**src/rtl/mlfts_pkg.sv**
```systemverilog
`default_nettype none

package mlfts_pkg;

  localparam int unsigned QUANTUM_W = 20;
  localparam int unsigned RUN_W     = 8;
  localparam int unsigned STATUS_W  = 2;
  localparam int unsigned CFG_IDX_W = 2;

  localparam logic [STATUS_W-1:0] ST_FREE  = 2'd0;
  localparam logic [STATUS_W-1:0] ST_READY = 2'd1;
  localparam logic [STATUS_W-1:0] ST_WAIT  = 2'd2;

  localparam logic [1:0] KIND_CREATE = 2'd0;
  localparam logic [1:0] KIND_SCHED  = 2'd1;
  localparam logic [1:0] KIND_WAKE   = 2'd2;

  localparam logic [1:0] DISP_EXIT = 2'd1;
  localparam logic [1:0] DISP_WAIT = 2'd2;

  localparam logic [CFG_IDX_W-1:0] CFG_QUANTUM0 = 2'd0;
  localparam logic [CFG_IDX_W-1:0] CFG_QUANTUM1 = 2'd1;
  localparam logic [CFG_IDX_W-1:0] CFG_QUANTUM2 = 2'd2;

  localparam logic [QUANTUM_W-1:0] QUANTUM0_RESET = 20'd25000;
  localparam logic [QUANTUM_W-1:0] QUANTUM1_RESET = 20'd50000;
  localparam logic [QUANTUM_W-1:0] QUANTUM2_RESET = 20'd100000;

  localparam logic [RUN_W-1:0] RUN_ADD_L0   = 8'd15;
  localparam logic [RUN_W-1:0] RUN_ADD_L1   = 8'd30;
  localparam logic [RUN_W-1:0] RUN_ADD_HI   = 8'd60;
  localparam logic [RUN_W-1:0] RUN_BOOST_AT = 8'd225;
  localparam logic [RUN_W-1:0] RUN_MAX      = 8'd255;

endpackage

`default_nettype wire

```
**src/rtl/multilevel_feedback_thread_scheduler.sv**
```systemverilog
`default_nettype none

// Multilevel feedback thread scheduler. One item is handled at a time by a
// small sequencer around two single-port synchronous memories: the thread
// table (status, level, run time per thread) and the ready queue store (one
// FIFO region per level). A schedule or create skips the accounting when no
// thread is running and the queue read when no thread is dispatched. The
// steps are set by the read-modify-write of the thread table followed by
// the queue read for the dispatch. A result waiting on rsp_stall holds the
// sequencer in its last step. Thread ids are handed out in order and never
// reused, so the thread table needs no clearing: entries above the thread
// count read as free, and the main thread (id 1) reads as ready at level 0
// until first written. Quanta are to be written through the cfg port only
// while idle; the block itself does not enforce this.
module multilevel_feedback_thread_scheduler #(
  parameter int unsigned LEVELS      = 3,
  parameter int unsigned MAX_THREADS = 64,
  localparam int unsigned TID_W      = $clog2(MAX_THREADS),
  localparam int unsigned LVL_W      = $clog2(LEVELS)
) (
  input  wire logic                                clk,
  input  wire logic                                rst,
  input  wire logic                                cfg_valid,
  output logic                                     cfg_ready,
  input  wire logic [mlfts_pkg::CFG_IDX_W-1:0]     cfg_index,
  input  wire logic [mlfts_pkg::QUANTUM_W-1:0]     cfg_data,
  input  wire logic                                req_valid,
  output logic                                     req_stall,
  input  wire logic [1:0]                          kind,
  input  wire logic [3:0]                          priority_req,
  input  wire logic [1:0]                          disposition,
  input  wire logic [TID_W-1:0]                    wake_tid,
  output logic                                     rsp_valid,
  input  wire logic                                rsp_stall,
  output logic [TID_W-1:0]                         created_tid,
  output logic                                     table_full,
  output logic                                     dispatched,
  output logic [TID_W-1:0]                         next_tid,
  output logic [LVL_W-1:0]                         next_level,
  output logic [mlfts_pkg::QUANTUM_W-1:0]          quantum_us
);

  localparam int unsigned QDEPTH = LEVELS * MAX_THREADS;
  localparam int unsigned QA_W   = $clog2(QDEPTH);
  localparam int unsigned FILL_W = $clog2(MAX_THREADS + 1);
  localparam int unsigned TE_W   = mlfts_pkg::STATUS_W + LVL_W + mlfts_pkg::RUN_W;

  typedef enum logic [8:0] {
    S_IDLE   = 9'b000000001,
    S_CREATE = 9'b000000010,
    S_READ   = 9'b000000100,
    S_ACCT   = 9'b000001000,
    S_PICK   = 9'b000010000,
    S_DISP   = 9'b000100000,
    S_WREAD  = 9'b001000000,
    S_WCHK   = 9'b010000000,
    S_FINISH = 9'b100000000
  } state_t;

  state_t state, state_next;

  logic [mlfts_pkg::QUANTUM_W-1:0] quantum0, quantum1, quantum2;

  logic [TID_W-1:0]  running_tid, running_tid_next;
  logic              running_valid, running_valid_next;
  logic [TID_W-1:0]  thread_count, thread_count_next;
  logic              main_written, main_written_next;
  logic [TID_W-1:0]  queue_head [LEVELS];
  logic [TID_W-1:0]  queue_tail [LEVELS];
  logic [FILL_W-1:0] queue_fill [LEVELS];

  // latched item fields
  logic [3:0]       prio_r;
  logic [1:0]       disp_r;
  logic [TID_W-1:0] wake_r;

  // result being built
  logic [TID_W-1:0]                res_created, res_created_next;
  logic                            res_full, res_full_next;
  logic                            res_disp, res_disp_next;
  logic [TID_W-1:0]                res_tid, res_tid_next;
  logic [LVL_W-1:0]                res_level, res_level_next;
  logic [mlfts_pkg::QUANTUM_W-1:0] res_quant, res_quant_next;

  // memories
  logic [TE_W-1:0]  thread_mem [MAX_THREADS];
  logic [TID_W-1:0] queue_mem  [QDEPTH];

  logic             tm_re, tm_we;
  logic [TID_W-1:0] tm_raddr, tm_waddr;
  logic [TE_W-1:0]  tm_wdata, tm_rdata;
  logic             tm_ok, tm_main;

  logic             qm_re;
  logic [QA_W-1:0]  qm_raddr;
  logic [TID_W-1:0] qm_rdata;

  logic             enq_en;
  logic [LVL_W-1:0] enq_lv;
  logic [TID_W-1:0] enq_tid;
  logic             deq_en;
  logic [LVL_W-1:0] deq_lv;

  logic req_accept, rsp_load;

  // decoded thread table read
  logic [mlfts_pkg::STATUS_W-1:0] rd_status;
  logic [LVL_W-1:0]               rd_level;
  logic [mlfts_pkg::RUN_W-1:0]    rd_run;

  // accounting
  logic [mlfts_pkg::RUN_W-1:0] run_add;
  logic [mlfts_pkg::RUN_W:0]   run_sum;
  logic [mlfts_pkg::RUN_W-1:0] run_new;
  logic [LVL_W-1:0]            lv_acct, lv_demoted;

  logic [TID_W-1:0] wake_mod;
  logic [TID_W-1:0] new_tid;
  logic [LVL_W-1:0] prio_lv;
  logic             pick_found;
  logic [LVL_W-1:0] pick_lv;

  assign cfg_ready  = 1'b1;
  assign req_stall  = (state != S_IDLE);
  assign req_accept = req_valid && !req_stall;

  assign wake_mod = ({1'b0, wake_r} >= (TID_W + 1)'(MAX_THREADS)) ?
                    TID_W'({1'b0, wake_r} - (TID_W + 1)'(MAX_THREADS)) : wake_r;
  assign new_tid  = thread_count + TID_W'(1);
  assign prio_lv  = (prio_r > 4'(LEVELS - 1)) ? LVL_W'(LEVELS - 1) : prio_r[LVL_W-1:0];

  always_comb begin
    if (tm_ok) begin
      {rd_status, rd_level, rd_run} = tm_rdata;
    end else begin
      rd_status = tm_main ? mlfts_pkg::ST_READY : mlfts_pkg::ST_FREE;
      rd_level  = '0;
      rd_run    = '0;
    end
  end

  always_comb begin
    if (rd_level == LVL_W'(0)) begin
      run_add = mlfts_pkg::RUN_ADD_L0;
    end else if (rd_level == LVL_W'(1)) begin
      run_add = mlfts_pkg::RUN_ADD_L1;
    end else begin
      run_add = mlfts_pkg::RUN_ADD_HI;
    end
    run_sum = {1'b0, rd_run} + {1'b0, run_add};
    run_new = run_sum[mlfts_pkg::RUN_W] ? mlfts_pkg::RUN_MAX : run_sum[mlfts_pkg::RUN_W-1:0];
    lv_acct = rd_level;
    // long-running bottom-level thread goes back to the top
    if (({1'b0, rd_level} >= (LVL_W + 1)'(2)) && (run_new >= mlfts_pkg::RUN_BOOST_AT)) begin
      lv_acct = '0;
      run_new = '0;
    end
    lv_demoted = (lv_acct < LVL_W'(LEVELS - 1)) ? lv_acct + LVL_W'(1) : lv_acct;
  end

  always_comb begin
    pick_found = 1'b0;
    pick_lv    = '0;
    for (int l = LEVELS - 1; l >= 0; l--) begin
      if (queue_fill[l] != '0) begin
        pick_found = 1'b1;
        pick_lv    = LVL_W'(l);
      end
    end
  end

  always_comb begin
    state_next         = state;
    running_tid_next   = running_tid;
    running_valid_next = running_valid;
    thread_count_next  = thread_count;
    main_written_next  = main_written;
    res_created_next   = res_created;
    res_full_next      = res_full;
    res_disp_next      = res_disp;
    res_tid_next       = res_tid;
    res_level_next     = res_level;
    res_quant_next     = res_quant;
    tm_re    = 1'b0;
    tm_raddr = running_tid;
    tm_we    = 1'b0;
    tm_waddr = running_tid;
    tm_wdata = {rd_status, rd_level, rd_run};
    enq_en   = 1'b0;
    enq_lv   = lv_demoted;
    enq_tid  = running_tid;
    deq_en   = 1'b0;
    deq_lv   = pick_lv;
    qm_re    = 1'b0;
    rsp_load = 1'b0;

    unique case (state)
      S_IDLE: begin
        if (req_accept) begin
          res_created_next = '0;
          res_full_next    = 1'b0;
          res_disp_next    = 1'b0;
          res_tid_next     = '0;
          res_level_next   = '0;
          res_quant_next   = '0;
          case (kind)
            mlfts_pkg::KIND_CREATE: state_next = S_CREATE;
            mlfts_pkg::KIND_SCHED:  state_next = S_READ;
            mlfts_pkg::KIND_WAKE:   state_next = S_WREAD;
            default:                state_next = S_FINISH;
          endcase
        end
      end
      S_CREATE: begin
        if (thread_count >= TID_W'(MAX_THREADS - 1)) begin
          res_full_next = 1'b1;
        end else begin
          thread_count_next = new_tid;
          tm_we            = 1'b1;
          tm_waddr         = new_tid;
          tm_wdata         = {mlfts_pkg::ST_READY, prio_lv, {mlfts_pkg::RUN_W{1'b0}}};
          enq_en           = 1'b1;
          enq_lv           = prio_lv;
          enq_tid          = new_tid;
          res_created_next = new_tid;
        end
        state_next = S_READ;
      end
      S_READ: begin
        if (running_valid) begin
          tm_re      = 1'b1;
          tm_raddr   = running_tid;
          state_next = S_ACCT;
        end else begin
          state_next = S_PICK;
        end
      end
      S_ACCT: begin
        tm_we    = 1'b1;
        tm_waddr = running_tid;
        if (disp_r == mlfts_pkg::DISP_EXIT) begin
          tm_wdata = {mlfts_pkg::ST_FREE, lv_acct, run_new};
        end else if (disp_r == mlfts_pkg::DISP_WAIT) begin
          tm_wdata = {mlfts_pkg::ST_WAIT, lv_acct, run_new};
        end else begin
          tm_wdata = {mlfts_pkg::ST_READY, lv_demoted, run_new};
          enq_en   = 1'b1;
          enq_lv   = lv_demoted;
          enq_tid  = running_tid;
        end
        if (running_tid == TID_W'(1)) begin
          main_written_next = 1'b1;
        end
        state_next = S_PICK;
      end
      S_PICK: begin
        if (pick_found) begin
          deq_en             = 1'b1;
          deq_lv             = pick_lv;
          qm_re              = 1'b1;
          running_valid_next = 1'b1;
          res_disp_next      = 1'b1;
          res_level_next     = pick_lv;
          if (pick_lv == LVL_W'(0)) begin
            res_quant_next = quantum0;
          end else if (pick_lv == LVL_W'(1)) begin
            res_quant_next = quantum1;
          end else begin
            res_quant_next = quantum2;
          end
          state_next = S_DISP;
        end else begin
          running_valid_next = 1'b0;
          state_next         = S_FINISH;
        end
      end
      S_DISP: begin
        running_tid_next = qm_rdata;
        res_tid_next     = qm_rdata;
        state_next       = S_FINISH;
      end
      S_WREAD: begin
        tm_re      = 1'b1;
        tm_raddr   = wake_mod;
        state_next = S_WCHK;
      end
      S_WCHK: begin
        if (rd_status == mlfts_pkg::ST_WAIT) begin
          tm_we    = 1'b1;
          tm_waddr = wake_mod;
          tm_wdata = {mlfts_pkg::ST_READY, rd_level, rd_run};
          enq_en   = 1'b1;
          enq_lv   = rd_level;
          enq_tid  = wake_mod;
          if (wake_mod == TID_W'(1)) begin
            main_written_next = 1'b1;
          end
        end
        state_next = S_FINISH;
      end
      S_FINISH: begin
        // hold until the output register is free
        if (!rsp_valid || !rsp_stall) begin
          rsp_load   = 1'b1;
          state_next = S_IDLE;
        end
      end
      default: state_next = S_IDLE;
    endcase
  end

  assign qm_raddr = QA_W'(deq_lv) * QA_W'(MAX_THREADS) + QA_W'(queue_head[deq_lv]);

  always_ff @(posedge clk) begin
    if (rst) begin
      state         <= S_IDLE;
      running_tid   <= TID_W'(1);
      running_valid <= 1'b1;
      thread_count  <= TID_W'(1);
      main_written  <= 1'b0;
      rsp_valid     <= 1'b0;
      quantum0      <= mlfts_pkg::QUANTUM0_RESET;
      quantum1      <= mlfts_pkg::QUANTUM1_RESET;
      quantum2      <= mlfts_pkg::QUANTUM2_RESET;
      for (int l = 0; l < LEVELS; l++) begin
        queue_head[l] <= '0;
        queue_tail[l] <= '0;
        queue_fill[l] <= '0;
      end
    end else begin
      state         <= state_next;
      running_tid   <= running_tid_next;
      running_valid <= running_valid_next;
      thread_count  <= thread_count_next;
      main_written  <= main_written_next;
      if (rsp_load) begin
        rsp_valid <= 1'b1;
      end else if (!rsp_stall) begin
        rsp_valid <= 1'b0;
      end
      if (cfg_valid) begin
        unique case (cfg_index)
          mlfts_pkg::CFG_QUANTUM0: quantum0 <= cfg_data;
          mlfts_pkg::CFG_QUANTUM1: quantum1 <= cfg_data;
          mlfts_pkg::CFG_QUANTUM2: quantum2 <= cfg_data;
          default: ;
        endcase
      end
      // drop an enqueue into a full level
      if (enq_en && (queue_fill[enq_lv] < FILL_W'(MAX_THREADS))) begin
        queue_tail[enq_lv] <= (queue_tail[enq_lv] == TID_W'(MAX_THREADS - 1)) ?
                              '0 : queue_tail[enq_lv] + TID_W'(1);
        queue_fill[enq_lv] <= queue_fill[enq_lv] + FILL_W'(1);
      end
      if (deq_en) begin
        queue_head[deq_lv] <= (queue_head[deq_lv] == TID_W'(MAX_THREADS - 1)) ?
                              '0 : queue_head[deq_lv] + TID_W'(1);
        queue_fill[deq_lv] <= queue_fill[deq_lv] - FILL_W'(1);
      end
    end
  end

  always_ff @(posedge clk) begin
    if (req_accept) begin
      prio_r <= priority_req;
      disp_r <= disposition;
      wake_r <= wake_tid;
    end
    res_created <= res_created_next;
    res_full    <= res_full_next;
    res_disp    <= res_disp_next;
    res_tid     <= res_tid_next;
    res_level   <= res_level_next;
    res_quant   <= res_quant_next;
    if (rsp_load) begin
      created_tid <= res_created;
      table_full  <= res_full;
      dispatched  <= res_disp;
      next_tid    <= res_tid;
      next_level  <= res_level;
      quantum_us  <= res_quant;
    end
  end

  // thread table
  always_ff @(posedge clk) begin
    if (tm_we) begin
      thread_mem[tm_waddr] <= tm_wdata;
    end
    if (tm_re) begin
      tm_rdata <= thread_mem[tm_raddr];
      tm_ok    <= (tm_raddr == TID_W'(1)) ? main_written :
                  ((tm_raddr >= TID_W'(2)) && (tm_raddr <= thread_count));
      tm_main  <= (tm_raddr == TID_W'(1));
    end
  end

  // ready queue store
  always_ff @(posedge clk) begin
    if (enq_en && (queue_fill[enq_lv] < FILL_W'(MAX_THREADS))) begin
      queue_mem[QA_W'(enq_lv) * QA_W'(MAX_THREADS) + QA_W'(queue_tail[enq_lv])] <= enq_tid;
    end
    if (qm_re) begin
      qm_rdata <= queue_mem[qm_raddr];
    end
  end

endmodule

`default_nettype wire

```
**config.mk**
```make
export PLATFORM = sky130hd
export DESIGN_NAME = multilevel_feedback_thread_scheduler
export DESIGN_NICKNAME = d
export VERILOG_FILES = /design/src/rtl/mlfts_pkg.sv /design/src/rtl/multilevel_feedback_thread_scheduler.sv
export SDC_FILE = /design/constraint.sdc
export NUM_CORES = 2
export LEC_CHECK = 0
export ABC_AREA = 1
export BUFFER_PORTS_ARGS = -buffer_cell sky130_fd_sc_hd__clkbuf_2
export CELL_PAD_IN_SITES_DETAIL_PLACEMENT = 0
export CELL_PAD_IN_SITES_GLOBAL_PLACEMENT = 1
export CORE_MARGIN = 5
export CORE_UTILIZATION = 40
export CTS_BUF_LIST = sky130_fd_sc_hd__clkbuf_4 sky130_fd_sc_hd__clkbuf_8 sky130_fd_sc_hd__clkbuf_16
export DETAILED_ROUTE_END_ITERATION = 16
export PLACE_DENSITY = 0.64
export SLEW_MARGIN = 30
export SYNTH_ARGS = -nofsm -noshare
export SYNTH_HDL_FRONTEND = slang
export SYNTH_SLANG_ARGS = --single-unit
export TNS_END_PERCENT = 5
```
**constraint.sdc**
```tcl
create_clock -name clk -period 11 [get_ports clk]
set_input_delay 0.55 -clock clk [delete_from_list [all_inputs] [get_ports clk]]
set_output_delay 0.55 -clock clk [all_outputs]
set_load 0.005 [all_outputs]
```
# Yosys cells after proc, flatten, opt, wreduce, memory -nomap -nowiden
# Memories as Yosys holds them, arrays and structs flattened. A register that Yosys moved wholly into a read port is not among the register bits.
# Cells that the tools add are included.
totals:
  ff_bits: 170
  latchBits: 0
  mem_bits_rw: 1977
  rom_bits: 0
  inputBits: 41
  output_inout_bits: 39
  word_cells: 212
  n_memories: 5
memory_table:
  columns: ["name", "words", "word_bits", "rd", "rd_clocked_by_memory_dff", "write_ports", "line", "rtl"]
  rows:
  - ["queue_mem", 192, 6, 1, 1, 1, "multilevel_feedback_thread_scheduler.sv:87", "logic [TID_W-1:0] queue_mem [QDEPTH];"]
  - ["thread_mem", 64, 12, 1, 1, 1, "multilevel_feedback_thread_scheduler.sv:86", "logic [TE_W-1:0] thread_mem [MAX_THREADS];"]
  - ["queue_fill", 3, 7, 5, 0, 3, "multilevel_feedback_thread_scheduler.sv:70", "logic [FILL_W-1:0] queue_fill [LEVELS];"]
  - ["queue_head", 3, 6, 1, 0, 3, "multilevel_feedback_thread_scheduler.sv:68", "logic [TID_W-1:0] queue_head [LEVELS];"]
  - ["queue_tail", 3, 6, 1, 0, 3, "multilevel_feedback_thread_scheduler.sv:69", "logic [TID_W-1:0] queue_tail [LEVELS];"]
classes:
  addsub: 9
  n_mul: 0
  n_div: 0
  magnitude_cmp: 8
  n_eq_ne: 33
  shift: 0
  n_mux: 96
  bitwise: 1
  reduce_logical: 34
op_table:
  columns: ["operator", "n"]
  rows:
  - ["two-way mux 20 bit", 4]
  - ["case mux 9 bit (8 select lines)", 1]
  - ["two-way mux 6 bit", 11]
  - ["two-way mux 12 bit", 4]
  - ["case mux 20 bit (2 select lines)", 1]
  - ["two-way mux 1 bit", 37]
  - ["case mux 12 bit (3 select lines)", 1]
  - ["case mux 6 bit (2 select lines)", 3]
  - ["two-way mux 2 bit", 16]
  - ["two-way mux 9 bit", 3]
  - ["case mux 9 bit (3 select lines)", 1]
  - ["two-way mux 8 bit", 3]
  - ["nonzero test 7 bit", 3]
  - ["adder 6 x 1 -> 6 bit, second input constant", 3]
  - ["== test 6 x 1 -> 1 bit, second input constant", 3]
  - ["adder 8 x 6 -> 8 bit", 2]
  - ["!= test 2 bit, second input constant", 8]
  - ["two-way mux 7 bit", 2]
  - ["OR reduction 7 bit", 2]
  - ["== test 6 bit, second input constant", 2]
  - ["AND reduction 2 bit", 6]
  - ["OR reduction 6 bit", 2]
  - ["== test 2 x 1 -> 1 bit, second input constant", 5]
  - ["adder 8 x 8 -> 9 bit", 1]
  - ["36 further kinds", 57]

# Longest topological paths before layout
# An unclocked memory read counts as a cell.
depth:
  depth_word: 22
  depth_mapped: 35
  mapped_depth_nobuf: 34

# Worst setup path after synthesis
# Ideal clock, no wire load.
synth_timing:
  path_kind: "register -> register"
  start: "reg thread_count[0]"
  end: "mem thread_mem[53][0] (netlist name) (enable)"
  setup_time_ps: 384
  t_arrival_ps: 8607
  required_time_ps: 10616
  slack_ps: 2010
  path_stages_with_launch: 10
  n_path_buf: 0
  period_less_slack_ps: 8990
  path_cell_list: "dfxtp_1 ha_1 nand2_2 nor2_4 nand3_2 nor2_1 nor3_1 o211ai_1 nand3_1 nor2_1"
synth_via:
  elab_cells_between_ends: 8
  classes_between: "add/sub (1); order compare (1); mux (6)"
synth_lines:
  columns: ["element", "line", "rtl"]
  rows:
  - ["start, declared", "multilevel_feedback_thread_scheduler.sv:66", "logic [TID_W-1:0] thread_count, thread_count_next;"]
  - ["start signal, assigned", "multilevel_feedback_thread_scheduler.sv:334", "thread_count <= thread_count_next;"]
  - ["adder 6 x 1 -> 6 bit or greater-or-equal comparator 6 bit (tied branches)", "multilevel_feedback_thread_scheduler.sv:129, multilevel_feedback_thread_scheduler.sv:215", null]
  - ["two-way mux 6 bit (*)", null, null]
  - ["case mux 6 bit (2 select lines) (*)", "multilevel_feedback_thread_scheduler.sv:197", "unique case (state)"]
  - ["named net enq_tid[5]", "multilevel_feedback_thread_scheduler.sv:100", "logic [TID_W-1:0] enq_tid;"]
  - ["end, declared", "multilevel_feedback_thread_scheduler.sv:86", null]
# Mark *: on every way through the listed nets, which the timed path passes. The rest lies on a longest branch.

# Final worst setup path
layout_timing:
  start: "reg tm_ok"
  end: "mem queue_mem[158][5] (netlist name) (enable)"
layout_via:
  elab_chain_cells: 18
  elab_cells_between_ends: 29
  classes_between: "add/sub (3); order compare (4); eq/ne (2); mux (15); reduce/logical (3); memory (2)"
layout_lines:
  columns: ["element", "line", "rtl"]
  rows:
  - ["start, declared", "multilevel_feedback_thread_scheduler.sv:92", "logic tm_ok, tm_main;"]
  - ["start signal, assigned", "multilevel_feedback_thread_scheduler.sv:392", "tm_ok <= (tm_raddr == TID_W'(1)) ? main_written :"]
  - ["two-way mux 2 bit", "multilevel_feedback_thread_scheduler.sv:133", "if (tm_ok) begin"]
  - ["== test 2 x 1 -> 1 bit", "multilevel_feedback_thread_scheduler.sv:145", "end else if (rd_level == LVL_W'(1)) begin"]
  - ["two-way mux 6 bit", "multilevel_feedback_thread_scheduler.sv:145", null]
  - ["two-way mux 6 bit", "multilevel_feedback_thread_scheduler.sv:143", "if (rd_level == LVL_W'(0)) begin"]
  - ["adder 8 x 8 -> 9 bit", "multilevel_feedback_thread_scheduler.sv:150", "run_sum = {1'b0, rd_run} + {1'b0, run_add};"]
  - ["two-way mux 8 bit", "multilevel_feedback_thread_scheduler.sv:151", "run_new = run_sum[mlfts_pkg::RUN_W] ? mlfts_pkg::RUN_MAX : run_sum[mlfts_pkg::RUN_W-1:0];"]
  - ["greater-or-equal comparator 8 bit", "multilevel_feedback_thread_scheduler.sv:154", "if (({1'b0, rd_level} >= (LVL_W + 1)'(2)) && (run_new >= mlfts_pkg::RUN_BOOST_AT)) begin"]
  - ["logical AND 1 bit", "multilevel_feedback_thread_scheduler.sv:154", null]
  - ["[2 not listed]", null, null]
  - ["two-way mux 2 bit", "multilevel_feedback_thread_scheduler.sv:158", "lv_demoted = (lv_acct < LVL_W'(LEVELS - 1)) ? lv_acct + LVL_W'(1) : lv_acct;"]
  - ["two-way mux 2 bit, on equally long branches", "multilevel_feedback_thread_scheduler.sv:288, multilevel_feedback_thread_scheduler.sv:215", null]
  - ["case mux 2 bit (2 select lines)", "multilevel_feedback_thread_scheduler.sv:197", null]
  - ["memory read (3 x 7 bit)", null, null]
  - ["less-than comparator 7 bit", "multilevel_feedback_thread_scheduler.sv:400", "if (enq_en && (queue_fill[enq_lv] < FILL_W'(MAX_THREADS))) begin"]
  - ["logical AND 1 bit", "multilevel_feedback_thread_scheduler.sv:400", null]
  - ["two-way mux 1 bit", "multilevel_feedback_thread_scheduler.sv:400", null]
  - ["two-way mux 1 bit (not written as such)", "multilevel_feedback_thread_scheduler.sv:401", "queue_mem[QA_W'(enq_lv) * QA_W'(MAX_THREADS) + QA_W'(queue_tail[enq_lv])] <= enq_tid;"]
  - ["end, declared", "multilevel_feedback_thread_scheduler.sv:87", null]
# Several ways; a longest one is shown, not always the timed one.

==> flow_metrics.env <==
export IMPL_yosys_top_cells_area="edfxtp_1, nand3_1, nand2_1, inv_1, nor2_1"
export IMPL_min_path_type="primary input to register"
export IMPL_syn_instance_count=8749
export IMPL_rsz0062_at_grt="false"
export IMPL_cts_hold_buf=36
export IMPL_r2r_setup_slack_ps=3240
export IMPL_grt_pass1_wl_um=401000
export IMPL_power_mw=17.5
export IMPL_rows=177
export IMPL_drc=0
export IMPL_cts_resized=0
export IMPL_combPwrFrac=0.049
export IMPL_synth_distinct_cells=50
export IMPL_synthesis_area_um2=93600
export IMPL_clockPowerShare=0.431
export IMPL_max_freq_mhz=129
export IMPL_drive_above_1_share=0.0854
export IMPL_grt_max_degree=175
export IMPL_gp_congestion=0.842
export IMPL_design_core_area_um2=233000
export IMPL_yosys_area_top_type="edfxtp_1"
export IMPL_slew_limit_headroom=0.309
export IMPL_hpwl_um=160000
export IMPL_rr_startpoint="tm_ok"
export IMPL_syn_to_final_growth_pct=12.5
export IMPL_worst_setup_path_start_kind="register"
export IMPL_p_leak_nw=41.0
export IMPL_dr_pass1_iters=5
export IMPL_cp_required_ps=11490
export IMPL_crit_path_max_incr_delay_ps=820
export IMPL_die_w_um=494
export IMPL_p_int_mw=13.6
export IMPL_setup_ws_ps=3240
export IMPL_crit_cells=28
export IMPL_place_ws_ps=3040
export IMPL_detailed_place_area_um2=97600
export IMPL_nNetsFinal=8833
export IMPL_drt_wl_total_um=271000
export IMPL_min_period_ps=7760
export IMPL_finalSetupTns_ps=0
export IMPL_reg2reg_to="queue_mem[158][5]"
export IMPL_worstPathArrival_ps=8250
export IMPL_start_util=0.402
export IMPL_grt_usage=0.218
export IMPL_slew_viol_final=0
export IMPL_seqPwrFrac=0.520
export IMPL_antenna_found_initial=6
export IMPL_outcome="finished clean"
export IMPL_synth_top_area_share=0.671
export IMPL_drt_iter0_drc=5679
export IMPL_endpoint_kind="register"
export IMPL_ys_seq_area_frac=0.689
export IMPL_max_cap_viol_count=0
export IMPL_syn_area_per_cell_um2=10.7
export IMPL_vdd_ir_drop_max_mv=0.123
export IMPL_setup_violations=0
export IMPL_critPathSlowestCell="nand3_1"
export IMPL_vias_per_cell=5.23
export IMPL_dieArea_um2=244000
export IMPL_fin_skew_ps=95.5
export IMPL_cts_max_level=4
export IMPL_critPathTopFamily="simple AND/OR/NAND/NOR gates"
export IMPL_port_buffers=78
export IMPL_synth_fp_nets=8813
export IMPL_cts_tree="built"
export IMPL_num_vias=63300
export IMPL_ant_nets=0
export IMPL_die_h_um=494
export IMPL_ios=80
export IMPL_cts_setup_buffers=0
export IMPL_cts_path_max_buffers=3
export IMPL_clk_latency_ps=900
export IMPL_finalCritPeriodShare=0.706
export IMPL_final_area_um2=105000
export IMPL_worst_pin_slew_ps=1040
export IMPL_cts_root_buf="clkbuf_16"
export IMPL_finalCoreUtilization=0.453
export IMPL_wl_per_cell_um=22.4
export IMPL_cts_buffers=223
export IMPL_grt_pass1_vias=61300
export IMPL_cts_num_sinks=2178
export IMPL_crit_top_cell="nand2_1"
export IMPL_endpoint="queue_mem[158][5]"
export IMPL_crit_fanout=20
export IMPL_p_sw_frac=0.223
export IMPL_path_class="register to register"
export IMPL_crit_buf_inv=4
export IMPL_r2r_cells=28
export IMPL_grt_overflow=0
export IMPL_power_density_nw_per_um2=166
export IMPL_finalHoldViolations=0
export IMPL_synth_seq_cells=2178
export IMPL_yosysWarnings=0
export IMPL_crit_start="tm_ok"
export IMPL_switchingPower_mw=3.91
export IMPL_clkSlewWorstSetupHoldPaths_ps=60
## stage by stage
step	hold WS [ps]	cells
floorplan	400	8749
global placement	405	11600
detailed placement	405	11600
CTS	95.5	12100
global route	134	12100
finish	172	12100
## worst min path at each step
| stage | from | to | slack (ps) | cells after the start |
|---|---|---|---|---|
| after floorplan | res_created[0] | created_tid[0] | 400 | 0 |
| after global placement | res_quant[16] | quantum_us[16] | 400 | 0 |
| after detailed placement | res_quant[2] | quantum_us[2] | 400 | 0 |
| after CTS | rst | state[3] | 100 | 3 |
| after global routing | rst | state[7] | 130 | 3 |
| final | rst | state[3] | 170 | 3 |
## worst min-delay path, stage by stage
cell,delay (ps)
clkbuf_2,80
buf_4,230
nor2_1,130
## power groups by stage
| stage | Sequential (mW) | Combinational (mW) | Clock (mW) |
|---|---|---|---|
| after floorplan | 9.28 | 0.527 | 0 |
| after global placement | 9.29 | 0.838 | 0 |
| after detailed placement | 9.29 | 0.844 | 0 |
| after CTS | 9.11 | 0.857 | 7.71 |
| after global routing | 9.11 | 0.933 | 8.04 |
| final | 9.11 | 0.854 | 7.55 |
## cell type report
class | instances | area (µm²)
multi-input cells | 4807 | 22500
repair buffers | 279 | 2120
fillers | 21700 | 127000
flip-flops and latches | 2178 | 64600
well taps | 3132 | 3920
diodes | 8 | 20.0
clock buffers | 279 | 6040
clock inverters | 132 | 1350
inverters | 1280 | 4840
## cell usage after synthesis, drive strengths merged
library cell / count
clkinv: 14
o21a: 6
inv: 1266
a31o: 1
or4: 1
nand4: 46
and3: 1
xor2: 7
nand2: 1722
o21ai: 478
o41ai: 1
edfxtp: 2094
conb: 1
a221oi: 4
fa: 1
o211ai: 63
a22oi: 5
or2: 36
dfxtp: 84
buf: 238
nor3: 16
nand3b: 8
a21oi: 72
o2bb2ai: 1
o21bai: 62
o22ai: 109
ha: 22
clkbuf: 246
o221ai: 35
nor4: 7
nand3: 1297
a31oi: 10
nor2: 795
## cell families (layout without fill, tap and decap cells)
kind of cell	count (synthesis)	after routing	synth area share
compound gates	847	847	0.0525
buf+inv	1764	1970	0.0743
other cells	1	9	0.0000400
fa+ha+maj	23	23	0.00315
simple gates	3929	3929	0.180
xor+xnor	7	7	0.000655
flops	2178	2178	0.689
## cell usage in the layout (no fill, tap or decap), drive strengths merged
cell type    netlist  final
a21oi             72     72
a221oi             4      4
a22oi              5      5
a31o               1      1
a31oi             10     10
and3               1      1
buf              238    165
bufinv             0     17
clkbuf           246    357
clkinv            14    115
clkinvlp           0     10
conb               1      1
dfxtp             84     84
diode              0      8
dlygate4sd3        0     36
edfxtp          2094   2094
fa                 1      1
ha                22     22
inv             1266   1270
nand2           1722   1722
nand3           1297   1297
nand3b             8      8
nand4             46     46
nor2             795    795
nor3              16     16
nor4               7      7
o211ai            63     63
o21a               6      6
o21ai            478    478
o21bai            62     62
o221ai            35     35
o22ai            109    109
o2bb2ai            1      1
o41ai              1      1
or2               36     36
or4                1      1
xor2               7      7
## per-layer routing
| metal | up-vias | GRT usage | wire [µm] |
|---|---|---|---|
| met5 | - | 0 | 0 |
| met4 | 0 | 0.0546 | 6290 |
| met3 | 340 | 0.0299 | 16400 |
| met2 | 1961 | 0.349 | 126000 |
| met1 | 31400 | 0.316 | 123000 |
| li1 | 29600 | - | - |
## sequential cells by signal, indices dropped and copies added, names as in the netlist, 6 cells and up
| name | flops |
|---|---|
| res_created | 6 |
| thread_mem | 768 |
| res_quant | 20 |
| tm_rdata | 12 |
| quantum1 | 20 |
| qm_rdata | 6 |
| quantum0 | 20 |
| thread_count | 6 |
| queue_head | 18 |
| state | 9 |
| next_tid | 6 |
| quantum_us | 20 |
| created_tid | 6 |
| res_tid | 6 |
| queue_fill | 28 |
| running_tid | 6 |
| queue_tail | 24 |
| queue_mem | 1152 |
| quantum2 | 20 |
| wake_mod | 6 |
No activity file was read; power rests on OpenSTA's default activity.
